$ cat config.mk
export PLATFORM = sky130hd
export DESIGN_NAME = threshold_promoted_lru_buffer
export DESIGN_NICKNAME = d
export VERILOG_FILES = /design/src/rtl/core/tplb_pkg.sv /design/src/rtl/core/tplb_ctrl.sv /design/src/rtl/core/tplb_datapath.sv /design/src/rtl/core/threshold_promoted_lru_buffer.sv
export VERILOG_INCLUDE_DIRS = /design/src /design/src/rtl/core
export SDC_FILE = /design/constraint.sdc
export NUM_CORES = 2
export LEC_CHECK = 0
export BUFFER_PORTS_ARGS = -buffer_cell sky130_fd_sc_hd__buf_2
export CAP_MARGIN = 20
export CORE_MARGIN = 2
export CORE_UTILIZATION = 35
export DETAILED_ROUTE_END_ITERATION = 12
export GPL_TIMING_DRIVEN = 0
export PLACE_DENSITY = 0.5
export RECOVER_POWER = 100
export SLEW_MARGIN = 10
export SYNTH_ARGS = -nofsm -noshare
export SYNTH_HDL_FRONTEND = slang
export SYNTH_SLANG_ARGS = --single-unit
export TNS_END_PERCENT = 30
$ cat constraint.sdc
create_clock -name clk -period 10.1 [get_ports clk]
set_input_delay 1.01 -clock clk [delete_from_list [all_inputs] [get_ports clk]]
set_output_delay 1.01 -clock clk [all_outputs]
set_load 0.02 [all_outputs]
$ cat src/rtl/core/assert_macros.svh
// Assertion helpers for the buffer top level
`ifndef ASSERT_MACROS_SVH
`define ASSERT_MACROS_SVH

// Plain property, checked on every rising edge outside reset
`define TPLB_ASSERT(lbl, clk_s, rstn_s, prop) \
    lbl: assert property (@(posedge clk_s) disable iff (!rstn_s) (prop)) \
        else $error("tplb assertion failed");

// Same-cycle implication, checked outside reset
`define TPLB_ASSERT_IMPLY(lbl, clk_s, rstn_s, ante, cons) \
    lbl: assert property (@(posedge clk_s) disable iff (!rstn_s) (ante) |-> (cons)) \
        else $error("tplb implication failed");

`endif

$ cat src/rtl/core/tplb_pkg.sv
package tplb_pkg;

    // fixed field widths
    localparam int KEY_W      = 64;
    localparam int THR_W      = 16;
    localparam int CAP_W      = 5;
    localparam int CNT_OUT_W  = 16;
    localparam int OCC_W      = 5;
    localparam int CFG_IDX_W  = 4;
    localparam int CFG_DATA_W = 16;

    // register indexes
    localparam logic [CFG_IDX_W-1:0] CFG_THRESHOLD = 4'd0;
    localparam logic [CFG_IDX_W-1:0] CFG_CAPACITY  = 4'd1;

    // register reset values
    localparam logic [THR_W-1:0] THR_RESET = 16'd3;
    localparam logic [CAP_W-1:0] CAP_RESET = 5'd16;

    // operation codes
    localparam logic OP_ACCESS = 1'b0;
    localparam logic OP_CLEAR  = 1'b1;

    // controller states
    typedef enum logic [2:0] {
        ST_IDLE,
        ST_SEARCH,
        ST_DECIDE,
        ST_SHIFT,
        ST_FRONT
    } tplb_state_t;

    // controller to datapath
    typedef struct packed {
        logic load;
        logic clear;
        logic search;
        logic decide;
        logic shift;
        logic front;
    } tplb_cmd_t;

    // datapath to controller
    typedef struct packed {
        logic search_done;
        logic shift_done;
    } tplb_sts_t;

endpackage

$ cat src/rtl/core/tplb_ctrl.sv
module tplb_ctrl (
    input  logic                clk,
    input  logic                rst_n,
    input  logic                start,
    input  logic                operation,
    input  tplb_pkg::tplb_sts_t sts,
    output tplb_pkg::tplb_cmd_t cmd,
    output logic                busy
);
    import tplb_pkg::*;

    tplb_state_t state_reg;
    tplb_state_t state_next;

    // state register
    always_ff @(posedge clk or negedge rst_n)
    begin
        if (!rst_n)
        begin
            state_reg <= ST_IDLE;
        end
        else
        begin
            state_reg <= state_next;
        end
    end

    // next state and commands
    always_comb
    begin
        state_next = state_reg;
        cmd        = '0;
        unique case (state_reg)
            ST_IDLE:
            begin
                if (start)
                begin
                    if (operation == OP_CLEAR)
                    begin
                        cmd.clear = 1'b1;
                    end
                    else
                    begin
                        cmd.load   = 1'b1;
                        state_next = ST_SEARCH;
                    end
                end
            end
            ST_SEARCH:
            begin
                cmd.search = 1'b1;
                if (sts.search_done)
                begin
                    state_next = ST_DECIDE;
                end
            end
            ST_DECIDE:
            begin
                cmd.decide = 1'b1;
                state_next = ST_SHIFT;
            end
            ST_SHIFT:
            begin
                cmd.shift = 1'b1;
                if (sts.shift_done)
                begin
                    state_next = ST_FRONT;
                end
            end
            ST_FRONT:
            begin
                cmd.front  = 1'b1;
                state_next = ST_IDLE;
            end
            default:
            begin
                state_next = ST_IDLE;
            end
        endcase
    end

    assign busy = (state_reg != ST_IDLE);

endmodule

$ cat src/rtl/core/tplb_datapath.sv
module tplb_datapath #(
    parameter int DEPTH      = 16,
    parameter int COUNT_BITS = 16
) (
    input  logic                                clk,
    input  logic                                rst_n,
    input  tplb_pkg::tplb_cmd_t                 cmd,
    output tplb_pkg::tplb_sts_t                 sts,
    input  logic [tplb_pkg::KEY_W-1:0]          key,
    input  logic                                cfg_valid,
    output logic                                cfg_ready,
    input  logic [tplb_pkg::CFG_IDX_W-1:0]      cfg_index,
    input  logic [tplb_pkg::CFG_DATA_W-1:0]     cfg_data,
    output logic                                done,
    output logic                                hit,
    output logic [tplb_pkg::CNT_OUT_W-1:0]      count_after,
    output logic                                promoted,
    output logic                                evicted,
    output logic [tplb_pkg::KEY_W-1:0]          evicted_key,
    output logic [tplb_pkg::OCC_W-1:0]          occupancy
);
    import tplb_pkg::*;

    localparam int FILL_W = $clog2(DEPTH + 1);
    localparam int IDX_W  = (DEPTH > 1) ? $clog2(DEPTH) : 1;
    localparam int ENT_W  = KEY_W + COUNT_BITS;
    localparam int CW     = (FILL_W > CAP_W) ? FILL_W : CAP_W;
    localparam int TW     = (COUNT_BITS > THR_W) ? COUNT_BITS : THR_W;
    localparam logic [COUNT_BITS-1:0] CNT_MAX = {COUNT_BITS{1'b1}};

    // entry memory: key in the upper bits, hit count in the lower
    logic [ENT_W-1:0] mem [DEPTH];
    logic [ENT_W-1:0] rdata_reg;

    // configuration
    logic [THR_W-1:0] thr_reg;
    logic [CAP_W-1:0] cap_reg;

    // control state
    logic [FILL_W-1:0] fill_reg;
    logic              done_reg;

    // working registers of the current request
    logic [KEY_W-1:0]      key_reg;
    logic [FILL_W-1:0]     cnt_reg;
    logic                  pend_reg;
    logic [IDX_W-1:0]      pend_addr_reg;
    logic                  hit_reg;
    logic [IDX_W-1:0]      found_reg;
    logic [COUNT_BITS-1:0] old_cnt_reg;
    logic [KEY_W-1:0]      tail_key_reg;
    logic                  promo_reg;
    logic                  evict_reg;
    logic                  front_zero_reg;
    logic [COUNT_BITS-1:0] new_cnt_reg;
    logic [FILL_W-1:0]     fill_new_reg;

    // result registers
    logic                  res_hit_reg;
    logic [CNT_OUT_W-1:0]  res_cnt_reg;
    logic                  res_promo_reg;
    logic                  res_evict_reg;
    logic [KEY_W-1:0]      res_ev_key_reg;
    logic [OCC_W-1:0]      res_occ_reg;

    // combinational helpers
    logic                  more;
    logic                  match;
    logic                  issue_search;
    logic                  issue_shift;
    logic                  rd_en;
    logic [IDX_W-1:0]      rd_addr;
    logic [FILL_W-1:0]     cnt_dec;
    logic                  we;
    logic [IDX_W-1:0]      waddr;
    logic [ENT_W-1:0]      wdata;
    logic [KEY_W-1:0]      rd_key;
    logic [COUNT_BITS-1:0] rd_cnt;
    logic                  old_max;
    logic [COUNT_BITS-1:0] cnt_inc;
    logic                  promo_d;
    logic [CW-1:0]         cap_ext;
    logic [CW-1:0]         cap_eff;
    logic                  evict_d;
    logic [FILL_W-1:0]     nprime;

    assign cfg_ready = 1'b1;

    assign rd_key = rdata_reg[ENT_W-1:COUNT_BITS];
    assign rd_cnt = rdata_reg[COUNT_BITS-1:0];

    // search walks front to tail; the compare uses the registered read data, in the cycle after the read
    assign more         = (cnt_reg < fill_reg);
    assign match        = pend_reg && (rd_key == key_reg);
    assign issue_search = cmd.search && more && !match;
    assign cnt_dec      = cnt_reg - 1'b1;
    assign issue_shift  = cmd.shift && (cnt_reg != '0);

    assign sts.search_done = cmd.search && (match || !more);
    assign sts.shift_done  = cmd.shift && (cnt_reg == '0);

    assign rd_en   = issue_search || issue_shift;
    assign rd_addr = cmd.search ? cnt_reg[IDX_W-1:0] : cnt_dec[IDX_W-1:0];

    // shift writes each entry one place toward the tail, front write last
    assign we    = (cmd.shift && pend_reg) || cmd.front;
    assign waddr = cmd.shift ? IDX_W'(pend_addr_reg + 1'b1)
                             : (front_zero_reg ? '0 : found_reg);
    assign wdata = cmd.shift ? rdata_reg : {key_reg, new_cnt_reg};

    // hit count update and promotion test
    assign old_max = (old_cnt_reg == CNT_MAX);
    assign cnt_inc = old_max ? old_cnt_reg : old_cnt_reg + 1'b1;
    assign promo_d = hit_reg && !old_max && (TW'(old_cnt_reg) == TW'(thr_reg));

    // effective capacity, clamped to 1..DEPTH
    assign cap_ext = CW'(cap_reg);
    always_comb
    begin
        priority if (cap_ext == '0)
        begin
            cap_eff = CW'(1);
        end
        else if (cap_ext > CW'(DEPTH))
        begin
            cap_eff = CW'(DEPTH);
        end
        else
        begin
            cap_eff = cap_ext;
        end
    end

    assign evict_d = !hit_reg && (CW'(fill_reg) >= cap_eff);
    assign nprime  = evict_d ? fill_reg - 1'b1 : fill_reg;

    // entry memory
    always_ff @(posedge clk)
    begin
        if (we)
        begin
            mem[waddr] <= wdata;
        end
        if (rd_en)
        begin
            rdata_reg <= mem[rd_addr];
        end
    end

    // configuration registers
    always_ff @(posedge clk or negedge rst_n)
    begin
        if (!rst_n)
        begin
            thr_reg <= THR_RESET;
            cap_reg <= CAP_RESET;
        end
        else if (cfg_valid && cfg_ready)
        begin
            unique case (cfg_index)
                CFG_THRESHOLD:
                begin
                    thr_reg <= cfg_data[THR_W-1:0];
                end
                CFG_CAPACITY:
                begin
                    cap_reg <= cfg_data[CAP_W-1:0];
                end
                default:
                begin
                end
            endcase
        end
    end

    // fill level and result strobe
    always_ff @(posedge clk or negedge rst_n)
    begin
        if (!rst_n)
        begin
            fill_reg <= '0;
            done_reg <= 1'b0;
        end
        else
        begin
            done_reg <= cmd.front || cmd.clear;
            if (cmd.clear)
            begin
                fill_reg <= '0;
            end
            else if (cmd.front)
            begin
                fill_reg <= fill_new_reg;
            end
        end
    end

    // request working registers
    always_ff @(posedge clk)
    begin
        if (cmd.load)
        begin
            key_reg  <= key;
            cnt_reg  <= '0;
            pend_reg <= 1'b0;
        end

        if (cmd.search)
        begin
            pend_reg      <= issue_search;
            pend_addr_reg <= cnt_reg[IDX_W-1:0];
            if (issue_search)
            begin
                cnt_reg <= cnt_reg + 1'b1;
            end
            if (sts.search_done)
            begin
                hit_reg      <= match;
                found_reg    <= pend_addr_reg;
                old_cnt_reg  <= rd_cnt;
                tail_key_reg <= rd_key;
            end
        end

        if (cmd.decide)
        begin
            pend_reg       <= 1'b0;
            promo_reg      <= promo_d;
            evict_reg      <= evict_d;
            front_zero_reg <= !hit_reg || promo_d;
            if (hit_reg)
            begin
                new_cnt_reg  <= cnt_inc;
                fill_new_reg <= fill_reg;
                cnt_reg      <= promo_d ? FILL_W'(found_reg) : '0;
            end
            else
            begin
                new_cnt_reg  <= COUNT_BITS'(1);
                fill_new_reg <= nprime + 1'b1;
                cnt_reg      <= nprime;
            end
        end

        if (cmd.shift)
        begin
            pend_reg      <= issue_shift;
            pend_addr_reg <= cnt_dec[IDX_W-1:0];
            if (issue_shift)
            begin
                cnt_reg <= cnt_dec;
            end
        end
    end

    // result registers
    always_ff @(posedge clk)
    begin
        if (cmd.clear)
        begin
            res_hit_reg    <= 1'b0;
            res_cnt_reg    <= '0;
            res_promo_reg  <= 1'b0;
            res_evict_reg  <= 1'b0;
            res_ev_key_reg <= '0;
            res_occ_reg    <= '0;
        end
        else if (cmd.front)
        begin
            res_hit_reg    <= hit_reg;
            res_cnt_reg    <= CNT_OUT_W'(new_cnt_reg);
            res_promo_reg  <= promo_reg;
            res_evict_reg  <= evict_reg;
            res_ev_key_reg <= evict_reg ? tail_key_reg : '0;
            res_occ_reg    <= OCC_W'(fill_new_reg);
        end
    end

    assign done        = done_reg;
    assign hit         = res_hit_reg;
    assign count_after = res_cnt_reg;
    assign promoted    = res_promo_reg;
    assign evicted     = res_evict_reg;
    assign evicted_key = res_ev_key_reg;
    assign occupancy   = res_occ_reg;

endmodule

$ cat src/rtl/core/threshold_promoted_lru_buffer.sv
// Channel    | Direction | Handshake                        | Payload
// request    | in        | start, accepted when busy is low | operation, key
// result     | out       | done, one-cycle strobe           | hit, count_after, promoted,
//            |           |                                  | evicted, evicted_key, occupancy
// config     | in        | cfg_valid / cfg_ready            | cfg_index, cfg_data
//
// A clear never raises busy; done follows in the next cycle.
// An access holds busy through the search, decide, shift and front states: the entry
// memory is read front to tail for the search and back for the shift.
// done rises in the cycle busy falls.
// The result strobe cannot be held off; new requests wait while busy is high.
// rst_n (async, active low) empties the buffer and restores the config registers, not entries.
`include "assert_macros.svh"

module threshold_promoted_lru_buffer #(
    parameter int DEPTH      = 16,
    parameter int COUNT_BITS = 16
) (
    input  logic                                clk,
    input  logic                                rst_n,
    input  logic                                start,
    output logic                                busy,
    input  logic                                operation,
    input  logic [tplb_pkg::KEY_W-1:0]          key,
    output logic                                done,
    output logic                                hit,
    output logic [tplb_pkg::CNT_OUT_W-1:0]      count_after,
    output logic                                promoted,
    output logic                                evicted,
    output logic [tplb_pkg::KEY_W-1:0]          evicted_key,
    output logic [tplb_pkg::OCC_W-1:0]          occupancy,
    input  logic                                cfg_valid,
    output logic                                cfg_ready,
    input  logic [tplb_pkg::CFG_IDX_W-1:0]      cfg_index,
    input  logic [tplb_pkg::CFG_DATA_W-1:0]     cfg_data
);
    import tplb_pkg::*;

    tplb_cmd_t cmd;
    tplb_sts_t sts;

    // sequencer
    tplb_ctrl u_ctrl (
        .clk       (clk),
        .rst_n     (rst_n),
        .start     (start),
        .operation (operation),
        .sts       (sts),
        .cmd       (cmd),
        .busy      (busy)
    );

    // entry memory, search and shift datapath
    tplb_datapath #(
        .DEPTH      (DEPTH),
        .COUNT_BITS (COUNT_BITS)
    ) u_datapath (
        .clk         (clk),
        .rst_n       (rst_n),
        .cmd         (cmd),
        .sts         (sts),
        .key         (key),
        .cfg_valid   (cfg_valid),
        .cfg_ready   (cfg_ready),
        .cfg_index   (cfg_index),
        .cfg_data    (cfg_data),
        .done        (done),
        .hit         (hit),
        .count_after (count_after),
        .promoted    (promoted),
        .evicted     (evicted),
        .evicted_key (evicted_key),
        .occupancy   (occupancy)
    );

    // a result only follows an accepted clear or the end of an access
    `TPLB_ASSERT_IMPLY(a_done_source, clk, rst_n, done, $past(start || busy))

    // an access always ends with its result strobe
    `TPLB_ASSERT_IMPLY(a_end_has_result, clk, rst_n, $fell(busy), done)

    // promotion only on a hit, eviction only on a miss
    `TPLB_ASSERT(a_result_flags, clk, rst_n, !done || (!(promoted && !hit) && !(evicted && hit)))

endmodule
==> results_dict.tcl <==
set metrics [dict create \
    status "finished with violations" \
    violations "max-capacitance violations, max-slew violations" \
    post-cts-setup-buffer-count 0 \
    multiInputGateArea_um2 13800 \
    required_ps 10480 \
    cp-start-kind "register" \
    final_util_pct 40.5 \
    fin_crit_ps 7020 \
    fillers 16200 \
    ys_ff_latch 1661 \
    antenna_found_initial 9 \
    drt_iter0_markers 3564 \
    first_pass_iters 5 \
    synth_edf_count 1538 \
    fin_crit_sh_pct 69.5 \
    grt_max_degree 38 \
    root_buffer "clkbuf_16" \
    ant_nets 0 \
    ir_drop_v 0.000235 \
    num_rows 156 \
    syn_inst 3046 \
    synth_ff_type "edfxtp_1" \
    syn_to_final_growth_pct 15.4 \
    place_hpwl_um 118000 \
    hold_viol_final 0 \
    gp_congestion 0.821 \
    port_buffers 178 \
    grt_overflow 0 \
    powerDensity_nw_per_um2 378 \
    async_reset_ff_share_pct 1.81 \
    final_area_um2 73100 \
    rsz0062_at_grt "no" \
    drc 0 \
    vias 31600 \
    h-tree-depth 4 \
    tightest_slew_ps 2640 \
    cp.arrival_ps 7400 \
    initial_core_util_pct 35.1 \
    via_per_inst 5.26 \
    path_delay_family "buffers and inverters" \
    placedInstanceArea_um2 69600 \
    cp_num_buf_inv 5 \
    ctsHoldBuffers 0 \
    synth_area_leader_cell "edfxtp_1" \
    p_total_mw 27.6 \
    syn_avg_cell_area_um2 20.8 \
    synthTopCellsByArea "edfxtp_1 73%, mux4_2 14%, dfxtp_1 2.9%" \
    clock_sinks 1661 \
    finalSetupTns_ps 0 \
    worst_path_largest_cell_delay_ps 1330 \
    synth_fp_nets 3150 \
    max_freq_mhz 142 \
    place_ws_ps 5810 \
    grt_pass1_vias 32000 \
    synth.top_cell.area_share_pct 72.9 \
    critPathCaptureType "register" \
    cts_resized 0 \
    core_um2 180000 \
    cap_viol_max_count 43 \
    maxSlewViolCount 730 \
    p_leak_nw 23.4 \
    final_cell_mix "1538 x edfxtp_1, 400 x mux4_2, 329 x clkbuf_1, 320 x nand2_1, 176 x clkbuf_16" \
    cts_tree "yes" \
    max_slew_margin_pct -77.3 \
    worst_path_most_repeated_cell "clkbuf_1" \
    grt.total_usage_pct 19.5 \
    clk_latency_ps 790 \
    largest_register_ffs 1280 \
    numCtsBuffers 171 \
    chipHeight_um 429 \
    crit_type "reg -> reg" \
    drive_above_1_share_pct 21.8 \
    grt_pass1_wl_um 252000 \
    cp_cell_sequence "buf_2, nor2b_1, and2_0, clkbuf_1, nand2_1, o22ai_1, nand2_1, nor2_1, clkbuf_1, clkbuf_1, clkbuf_1" \
    seqCellArea_um2 48800 \
    synth-seq-area-share_pct 77.0 \
    die_area_um2 184000 \
    hp-class "in -> reg" \
    die_w_um 429 \
    clock_path_buffers 3 \
    nNetsFinal 3608 \
    layout_commonest_cell "edfxtp_1" \
    skew_ps 26.2 \
    io_pins 180 \
    ys_warn_count 0 \
    synth_area_um2 63300 \
    wl_per_cell_um 30.0 \
    ys_types 65 \
    worst_slack_ps 3080 \
    clkSlewWorstSetupHoldPaths_ps 60 \
    wirelength_um 180000 \
    critPathMaxFanout 18 \
    setup_violations 0 \
    crit_slowest_cell "clkbuf_1" \
]
## path summary, 6_finish.rpt
kind	startpoint	end	slack, ps	depth (start not counted)
worst min register to register	u_datapath.rdata_reg[10]$_DFFE_PP_	u_datapath.old_cnt_reg[10]$_DFFE_PP_	440	0
worst max-delay path	u_ctrl.state_reg[2]$_DFFE_PN0P_	u_datapath.mem[15][57]$_DFFE_PP_	3080	11
min in group asynchronous	rst_n	u_datapath.thr_reg[14]$_DFFE_PN0P_	690	1
worst max register to register	u_ctrl.state_reg[2]$_DFFE_PN0P_	u_datapath.mem[15][57]$_DFFE_PP_	3080	11
worst min-delay path	key[14]	u_datapath.key_reg[14]$_DFFE_PP_	390	1
max in group asynchronous	rst_n	u_datapath.thr_reg[2]$_DFFE_PN0P_	8380	1
## cell type report
class	count	area share (%)
inverters	27	0.140
flip-flops and latches	1661	66.7
multi-input cells	1220	18.9
repair buffers	285	2.03
well taps	2370	4.06
clock inverters	78	0.838
clock buffers	237	6.46
plain buffers	138	0.811
diodes	2	0.00684
## power breakdown
part / internal (mW) / switching [mW] / leakage, nW
clock: 3.47 / 2.63 / 2.62
combinational: 4.64 / 6.53 / 5.70
sequential: 9.74 / 0.620 / 15.1
total: 17.8 / 9.78 / 23.4
## synth_stat cells (all sizes together), types with 27 or more instances
cell type	instances
xnor2	55
clkbuf	67
nand2	320
dfxtp	93
a22o	68
o21ai	28
nand2b	29
buf	71
mux4	400
nand3	29
nor2	54
dfrtp	27
edfxtp	1538
xor2	40
a21oi	28
## logic make-up after synthesis
kind of cell | count (synthesis) | share of synthesized area, %
xor+xnor | 95 | 1.31
buf+inv | 165 | 1.11
compound gates | 167 | 1.93
mux | 426 | 14.7
simple gates | 516 | 3.62
other cells | 1 | 0.00592
fa+ha+maj | 15 | 0.296
flops | 1661 | 77.0
## metrics by stage
step | instances | hold WS (ps)
floorplan | 3046 | 421
global placement | 5594 | 438
detailed placement | 5698 | 433
CTS | 6013 | 261
global route | 6018 | 343
finish | 6018 | 393
## per-layer routing
layer	vias up	wire length [um]	GRT usage, %	part of all wire (%)
li1	13400	-	-	-
met2	1055	89900	32.7	50
met4	0	4740	5.07	2.6
met5	-	0	0	0
met1	17000	75100	26.2	42
met3	229	10700	3.38	5.9
(Power assumes the default switching activity.)
